File: config.mk
export PLATFORM = sky130hd
export DESIGN_NAME = sacl_front
export DESIGN_NICKNAME = d
export VERILOG_FILES = /design/src/hw/rtl/set_associative_cache_lru_core_defines.svh /design/src/hw/rtl/sacl_pkg.sv /design/src/hw/rtl/sacl_front.sv
export SDC_FILE = /design/constraint.sdc
export NUM_CORES = 1
export LEC_CHECK = 0
export BUFFER_PORTS_ARGS = -buffer_cell sky130_fd_sc_hd__buf_2
export CAP_MARGIN = 20
export CELL_PAD_IN_SITES_DETAIL_PLACEMENT = 1
export CELL_PAD_IN_SITES_GLOBAL_PLACEMENT = 1
export CORE_ASPECT_RATIO = 0.7
export CORE_MARGIN = 3
export CORE_UTILIZATION = 47
export CTS_CLUSTER_DIAMETER = 40
export CTS_CLUSTER_SIZE = 25
export DETAILED_ROUTE_END_ITERATION = 10
export GPL_TIMING_DRIVEN = 0
export PLACE_DENSITY_LB_ADDON = 0.15
export SLEW_MARGIN = 20
export SYNTH_ARGS = -nofsm -noshare
export SYNTH_HDL_FRONTEND = slang
export SYNTH_SLANG_ARGS = --single-unit
File: constraint.sdc
create_clock -name i_clk -period 7.62 [get_ports i_clk]
set_input_delay 1.524 -clock i_clk [delete_from_list [all_inputs] [get_ports i_clk]]
set_output_delay 1.524 -clock i_clk [all_outputs]
set_load 0.02 [all_outputs]
File: src/hw/rtl/set_associative_cache_lru_core_defines.svh
// Assertion macros for the cache tag controller.
// Used by the top level; no other dependencies.
`ifndef SET_ASSOCIATIVE_CACHE_LRU_CORE_DEFINES_SVH
`define SET_ASSOCIATIVE_CACHE_LRU_CORE_DEFINES_SVH
`ifndef SYNTHESIS
`define SACL_ASSERT_IMPL(lbl, clk, rst_n, prop) \
    lbl: assert property (@(posedge clk) disable iff (!rst_n) prop) else $error("assertion failed");
`define SACL_ASSERT_AT(lbl, clk, prop) \
    lbl: assert property (@(posedge clk) prop) else $error("assertion failed");
`else
`define SACL_ASSERT_IMPL(lbl, clk, rst_n, prop)
`define SACL_ASSERT_AT(lbl, clk, prop)
`endif
`endif

File: src/hw/rtl/sacl_pkg.sv
// Shared types and constants of the cache tag controller.
// No dependencies.
`default_nettype none
package sacl_pkg;
    localparam int ADDR_WIDTH_DEF  = 32;
    localparam int MAX_SETS_DEF    = 64;
    localparam int MAX_WAYS_DEF    = 8;
    localparam int STAMP_WIDTH_DEF = 32;
    localparam int CFG_IDX_W = 3;
    localparam int CFG_DATA_W = 4;
    localparam logic [CFG_IDX_W-1:0] REG_BOFF  = 3'd0;
    localparam logic [CFG_IDX_W-1:0] REG_SBITS = 3'd1;
    localparam logic [CFG_IDX_W-1:0] REG_WAYS  = 3'd2;
    localparam logic [CFG_IDX_W-1:0] REG_WT    = 3'd3;
    localparam logic [CFG_IDX_W-1:0] REG_WA    = 3'd4;
    localparam logic [1:0] OP_NONE  = 2'd0;
    localparam logic [1:0] OP_READ  = 2'd1;
    localparam logic [1:0] OP_WRITE = 2'd2;
    localparam logic CMD_WRITE = 1'b0;
    typedef enum logic [1:0] {ST_IDLE, ST_LOOKUP, ST_EMIT} t_back_state;
endpackage
`default_nettype wire

File: src/hw/rtl/sacl_front.sv
// Front end: accepts accesses into a two-entry queue.
// Depends on sacl_pkg.
`default_nettype none
module sacl_front #(
    parameter int ADDR_WIDTH = sacl_pkg::ADDR_WIDTH_DEF
) (
    input  wire                  i_clk,
    input  wire                  i_rst_n,
    input  wire                  i_valid,
    output logic                 o_ready,
    input  wire                  i_cmd,
    input  wire [ADDR_WIDTH-1:0] i_addr,
    output logic                 o_valid,
    input  wire                  i_ready,
    output logic                 o_cmd,
    output logic [ADDR_WIDTH-1:0] o_addr
);
    import sacl_pkg::*;
    logic                  r_cmd [2];
    logic [ADDR_WIDTH-1:0] r_addr [2];
    logic                  r_wp, r_rp;
    logic [1:0]            r_cnt;
    logic                  w_push, w_pop;

    assign o_ready = (r_cnt != 2'd2);
    assign o_valid = (r_cnt != 2'd0);
    assign o_cmd   = r_cmd[r_rp];
    assign o_addr  = r_addr[r_rp];
    assign w_push  = i_valid && o_ready;
    assign w_pop   = o_valid && i_ready;

    always_ff @(posedge i_clk) begin
        if (w_push) begin
            r_cmd[r_wp]  <= i_cmd;
            r_addr[r_wp] <= i_addr;
        end
        if (!i_rst_n) begin
            r_wp <= 1'b0;
            r_rp <= 1'b0;
            r_cnt <= 2'd0;
        end else begin
            if (w_push) r_wp <= ~r_wp;
            if (w_pop) r_rp <= ~r_rp;
            r_cnt <= r_cnt + {1'b0, w_push} - {1'b0, w_pop};
        end
    end
endmodule
`default_nettype wire

==> metrics.cfg, run 1 <==
[run_status]
status=completed

[cts]
worstSkewPairLatency_ns=0.33
cts_root_buffer=clkbuf_8
cts.clk_slew.worst_paths_ns=0.07
cts_tree=yes
postCtsSetupBuffers=0
cts_resized=0
postCtsHoldBufs=0
htreeDepth=3
cts_buffers=9
clkSinkCount=71
cts_buffer_depth=2

[synth]
ys_warn_count=0
synthesis.area_mm2=0.00277
mappedNetlistNets=166
yosysUniqueCellTypes=18
syn_area_per_cell_um2=21.8
yosysTopAreaCell=edfxtp_1
ys_seq_area_share_pct=75.1
synth_top_area_share_pct=71.5
synth_top_cells_by_area=edfxtp_1 (71%), mux2_4 (16%), dfxtp_1 (3.6%)
syn-instance-count=127
ys_ff_latch=71

[job]
drv_cap=0

[pwr]
power_leakage_nw=1.36
ir_drop_uv=170
cellPowerDensity_mw_per_mm2=327

[placed_design]
dpl_cell_area_mm2=0.00328
port_buffers=71
globalplace.congestion=0.694
dp_hpwl_um=3310

[floorplanning]
start_util_pct=50.6
die_w_um=97.8
placementRows=22
die_h_um=70.3
fp.coreArea_mm2=0.00548
die_area_mm2=0.00687
io_pins=72

[global_route]
grt_pass1_wl_um=7070
grt_usage_pct=13.9
gr-total-overflow=0
grt_pass1_vias=1467
grt_antenna_before_repair=0
grt_start_max_net_pins=22

[timing]
relSlewSlack_pct=70.8
drv_slew=0
finalCriticalPeriod_ns=2.95
worst_pin_slew_ns=0.438
setup_tns_ns=0
hold_viol_final=0
fin_crit_sh_pct=38.7
fmax_ghz=0.339
setup_violations=0
rsz0062_at_grt=no
skew_ns=0.00539

[routing]
drt_iter0_markers=57
vias_per_cell=4.69
via_count=1351
first_pass_iters=4
avgRoutedWirePerCell_um=15.4
detail-route-antenna-nets=0
post-route-drc-count=0
routed_wl_um=4430

[worst_setup_path]
reg2reg_slack_ns=5.90
r2r_end=r_cnt[1]
worstSetupEndpointType=output port
critPathKind=flip-flop to output port
worstPathArrival_ns=1.43
start_kind=flip-flop
reg2regPathDepth=8
cp_max_fo=10
cp.required_ns=6.10
rr_startpoint=r_cnt[0]

[cells_and_area]
design_area_mm2=0.00345
insertedDiodeCount=0
drive_gt1_share_pct=59.7
layout.nets=250
final_common_cell=buf_2
syn_to_final_growth_pct=24.3
fin_util_pct=62.9
final_cell_mix=buf_2 (71), edfxtp_1 (66), mux2_4 (30)

[min_path]
hp-start=r_wp
whs_path_depth=2
hold-path-endpoint=r_wp
hold_class=flip-flop to flip-flop

==> cell type report <==
class / count / area, um2
sequential: 71 / 2080
clock inverter: 6 / 37.5
multi-input combinational: 51 / 624
timing repair buffer: 73 / 410
inverter: 1 / 3.75
tap: 72 / 90.1
fill: 499 / 2030
buffer: 4 / 71.3
clock buffer: 10 / 128
==> how the worst max path moves through the flow <==
stage                          to  depth (start not counted)  slack, ns  startpoint
floorplan            r_addr[0][0]                          2       4.18     i_valid
global placement    r_addr[0][29]                          3       3.43     i_valid
detailed placement       r_cnt[1]                          8       4.82     i_valid
CTS                     o_addr[4]                          4       4.64   flip-flop
global route            o_addr[4]                          4       4.60   flip-flop
finish                  o_addr[4]                          4       4.67   flip-flop
==> power breakdown <==
group          switching (W)  internal (W)  total (W)
clock               0.000127      0.000116   0.000243
sequential         0.0000183      0.000490   0.000509
combinational       0.000191      0.000184   0.000374
==> per-layer routing <==
layer	GRT usage (%)	wire (um)	vias up
li1	-	-	657
met2	23.3	2220	49
met5	0	0	-
met1	15.1	1820	640
met3	6.59	338	5
met4	6.45	52	0
==> critical path, cell delays in order, from the launching register on <==
cell and delay, ns:
dfxtp_1 0.32, buf_6 0.15, buf_12 0.15, mux2_4 0.31
buf_2 0.16
==> per-stage QoR <==
step / std cells / total power [W] / setup WS [ns] / hold slack, ns
after floorplan: 127 / 0.000789 / 4.18 / 0.455
after global placement: 270 / 0.000874 / 3.43 / 0.465
after detailed placement: 272 / 0.000899 / 4.82 / 0.520
after CTS: 288 / 0.00115 / 4.64 / 0.533
after global routing: 288 / 0.00119 / 4.60 / 0.568
final: 288 / 0.00113 / 4.67 / 0.523
==> logic make-up after synthesis <==
logic type / after synthesis / synth area share (%)
DFF: 71 / 75.1
adders and majority gates: 2 / 0.902
and+or+nand+nor: 11 / 2.21
AOI/OAI and AO/OA: 1 / 0.316
muxes: 34 / 17.8
xor gates and xnor gates: 3 / 0.948
buffers and inverters: 5 / 2.71
==> state kept, by name, summed over array words and instances, names as in the netlist, named ones only <==
| name | count |
|---|---|
| r_cnt | 2 |
| r_wp | 1 |
| r_cmd | 2 |
| r_addr | 64 |
| r_rp | 1 |
==> cell usage after synthesis <==
cell type  number
ha_1            2
o21a_2          1
xnor2_1         3
mux2_2          3
edfxtp_1       66
buf_6           1
nor2b_1         2
mux2i_1         1
and2_1          2
inv_1           1
dfxtp_1         5
and3_1          1
nor2_1          1
mux2_4         30
buf_12          3
nand2b_1        2
nand2_1         2
or2_2           1
No activity file was read; power rests on OpenSTA's default activity.
==> inputs of run 2 (changes only) <==
--- a/config.mk
+++ b/config.mk
@@ -11,7 +11,7 @@
 export CELL_PAD_IN_SITES_GLOBAL_PLACEMENT = 1
 export CORE_ASPECT_RATIO = 0.7
 export CORE_MARGIN = 3
-export CORE_UTILIZATION = 47
+export CORE_UTILIZATION = 44
 export CTS_CLUSTER_DIAMETER = 40
 export CTS_CLUSTER_SIZE = 25
 export DETAILED_ROUTE_END_ITERATION = 10
==> constraint.sdc (replaced) <==
create_clock -name i_clk -period 3.1 [get_ports i_clk]
set_input_delay 0.62 -clock i_clk [delete_from_list [all_inputs] [get_ports i_clk]]
set_output_delay 0.62 -clock i_clk [all_outputs]
set_load 0.02 [all_outputs]
==> metrics.cfg, run 2 (synthesis gave the netlist of run 1 again) <==
[job]
drv_cap=0

[placed_design]
dp_slack_ns=1.20
dp_hpwl_um=3580
dpl_cell_area_mm2=0.00327
port_buffers=71
globalplace.congestion=0.682

[timing]
worst_pin_slew_ns=0.270
relSlewSlack_pct=82.0
setup_violations=0
rsz0062_at_grt=no
skew_ns=0.00745
fin_crit_sh_pct=66.3
setup_ws_ns=1.04
drv_slew=0
hold_viol_final=0
finalCriticalPeriod_ns=2.06
fmax_ghz=0.487

[cts]
cts_root_buffer=clkbuf_8
htreeDepth=3
cts_resized=0
worstSkewPairLatency_ns=0.33
postCtsHoldBufs=0
clkSinkCount=71
cts_buffer_depth=2
cts_buffers=9
postCtsSetupBuffers=0
cts_tree=yes
cts.clk_slew.worst_paths_ns=0.07

[routing]
routed_wl_um=4860
first_pass_iters=3
avgRoutedWirePerCell_um=16.7
via_count=1389
drt_iter0_markers=49
vias_per_cell=4.77
detail-route-antenna-nets=0
post-route-drc-count=0

[cells_and_area]
insertedDiodeCount=0
drive_gt1_share_pct=58.3
syn_to_final_growth_pct=24.4
layout.nets=250
design_area_mm2=0.00345
fin_util_pct=58.5
largest_reg_flops=64
final_cell_mix=buf_2 (71), edfxtp_1 (66), mux2_4 (30)
regArea_mm2=0.00208
n_fill_cell=556
multi_input_area_um2=624
top_regs=r_addr: 64 flops, r_cmd: 2 flops, r_cnt: 2 flops
final_common_cell=buf_2
largest_register=r_addr

[worst_setup_path]
reg2regPathDepth=8
critPathKind=flip-flop to output port
start_kind=flip-flop
worstSetupEndpointType=output port
crit_slowest_cell=dfxtp_1
critPathTopFamily=buffers and inverters
cp_slowest_stage_delay_ns=0.33
worstPathArrival_ns=1.44
cp_num_cells=4
cp_max_fo=10
crit_buf_inv=3
cp.required_ns=2.48
cp_cell_sequence=buf_6 > buf_12 > mux2_4 > buf_2

[floorplanning]
die_h_um=72.4
fp.coreArea_mm2=0.00590
die_area_mm2=0.00731
start_util_pct=47.0
placementRows=23
die_w_um=101
io_pins=72

[pwr]
ir_drop_uv=379
cellPowerDensity_mw_per_mm2=822
power_leakage_nw=1.37

[global_route]
grt_usage_pct=14.3
grt_pass1_vias=1549
grt_antenna_before_repair=0
grt_pass1_wl_um=7600
gr-total-overflow=0
grt_start_max_net_pins=28

[min_path]
hold_class=primary input to flip-flop
whs_path_depth=1

[run_status]
status=completed

[run 2: area by class of cell]
class	instances	share of cell area [%]
clock inverters	6	1.49
well taps	75	2.72
inverters	1	0.109
repair buffers	73	11.5
flip-flops and latches	71	60.4
multi-input cells	51	18.1
clock buffers	10	3.70
plain buffers	4	2.07
[run 2: worst paths after layout]
path | start | to | slack, ns
worst min-delay path | i_addr[20] | r_addr[1][20] | 0.47
worst min register to register | r_wp | r_wp | 0.54
worst max register to register | r_cnt[0] | r_cnt[1] | 1.35
worst max-delay path | flip-flop | o_addr[14] | 1.04
[run 2: metrics by stage]
stage | setup TNS [ns] | total power, W | hold WS [ns] | instances
floorplan | 0 | 0.00194 | 0.455 | 127
global placement | -7.08 | 0.00215 | 0.467 | 273
detailed placement | 0 | 0.00221 | 0.534 | 275
CTS | 0 | 0.00288 | 0.449 | 291
global route | 0 | 0.00298 | 0.440 | 291
finish | 0 | 0.00284 | 0.473 | 291
[run 2: metal layers]
metal / routed length (um) / vias up / share of wire (%) / GRT usage (%)
li1: - / 657 / - / -
met1: 1850 / 675 / 38 / 15.5
met2: 2580 / 50 / 53 / 24.7
met3: 364 / 7 / 7.5 / 7.11
met4: 62 / 0 / 1.3 / 4.93
met5: 0 / - / 0 / 0
[run 2: power breakdown]
| part | leakage, nW | internal [W] | total, W | switching, W |
|---|---|---|---|---|
| Combinational | 0.620 | 0.000443 | 0.000923 | 0.000479 |
| Sequential | 0.658 | 0.00121 | 0.00125 | 0.0000458 |
| Clock | 0.0925 | 0.000361 | 0.000661 | 0.000300 |
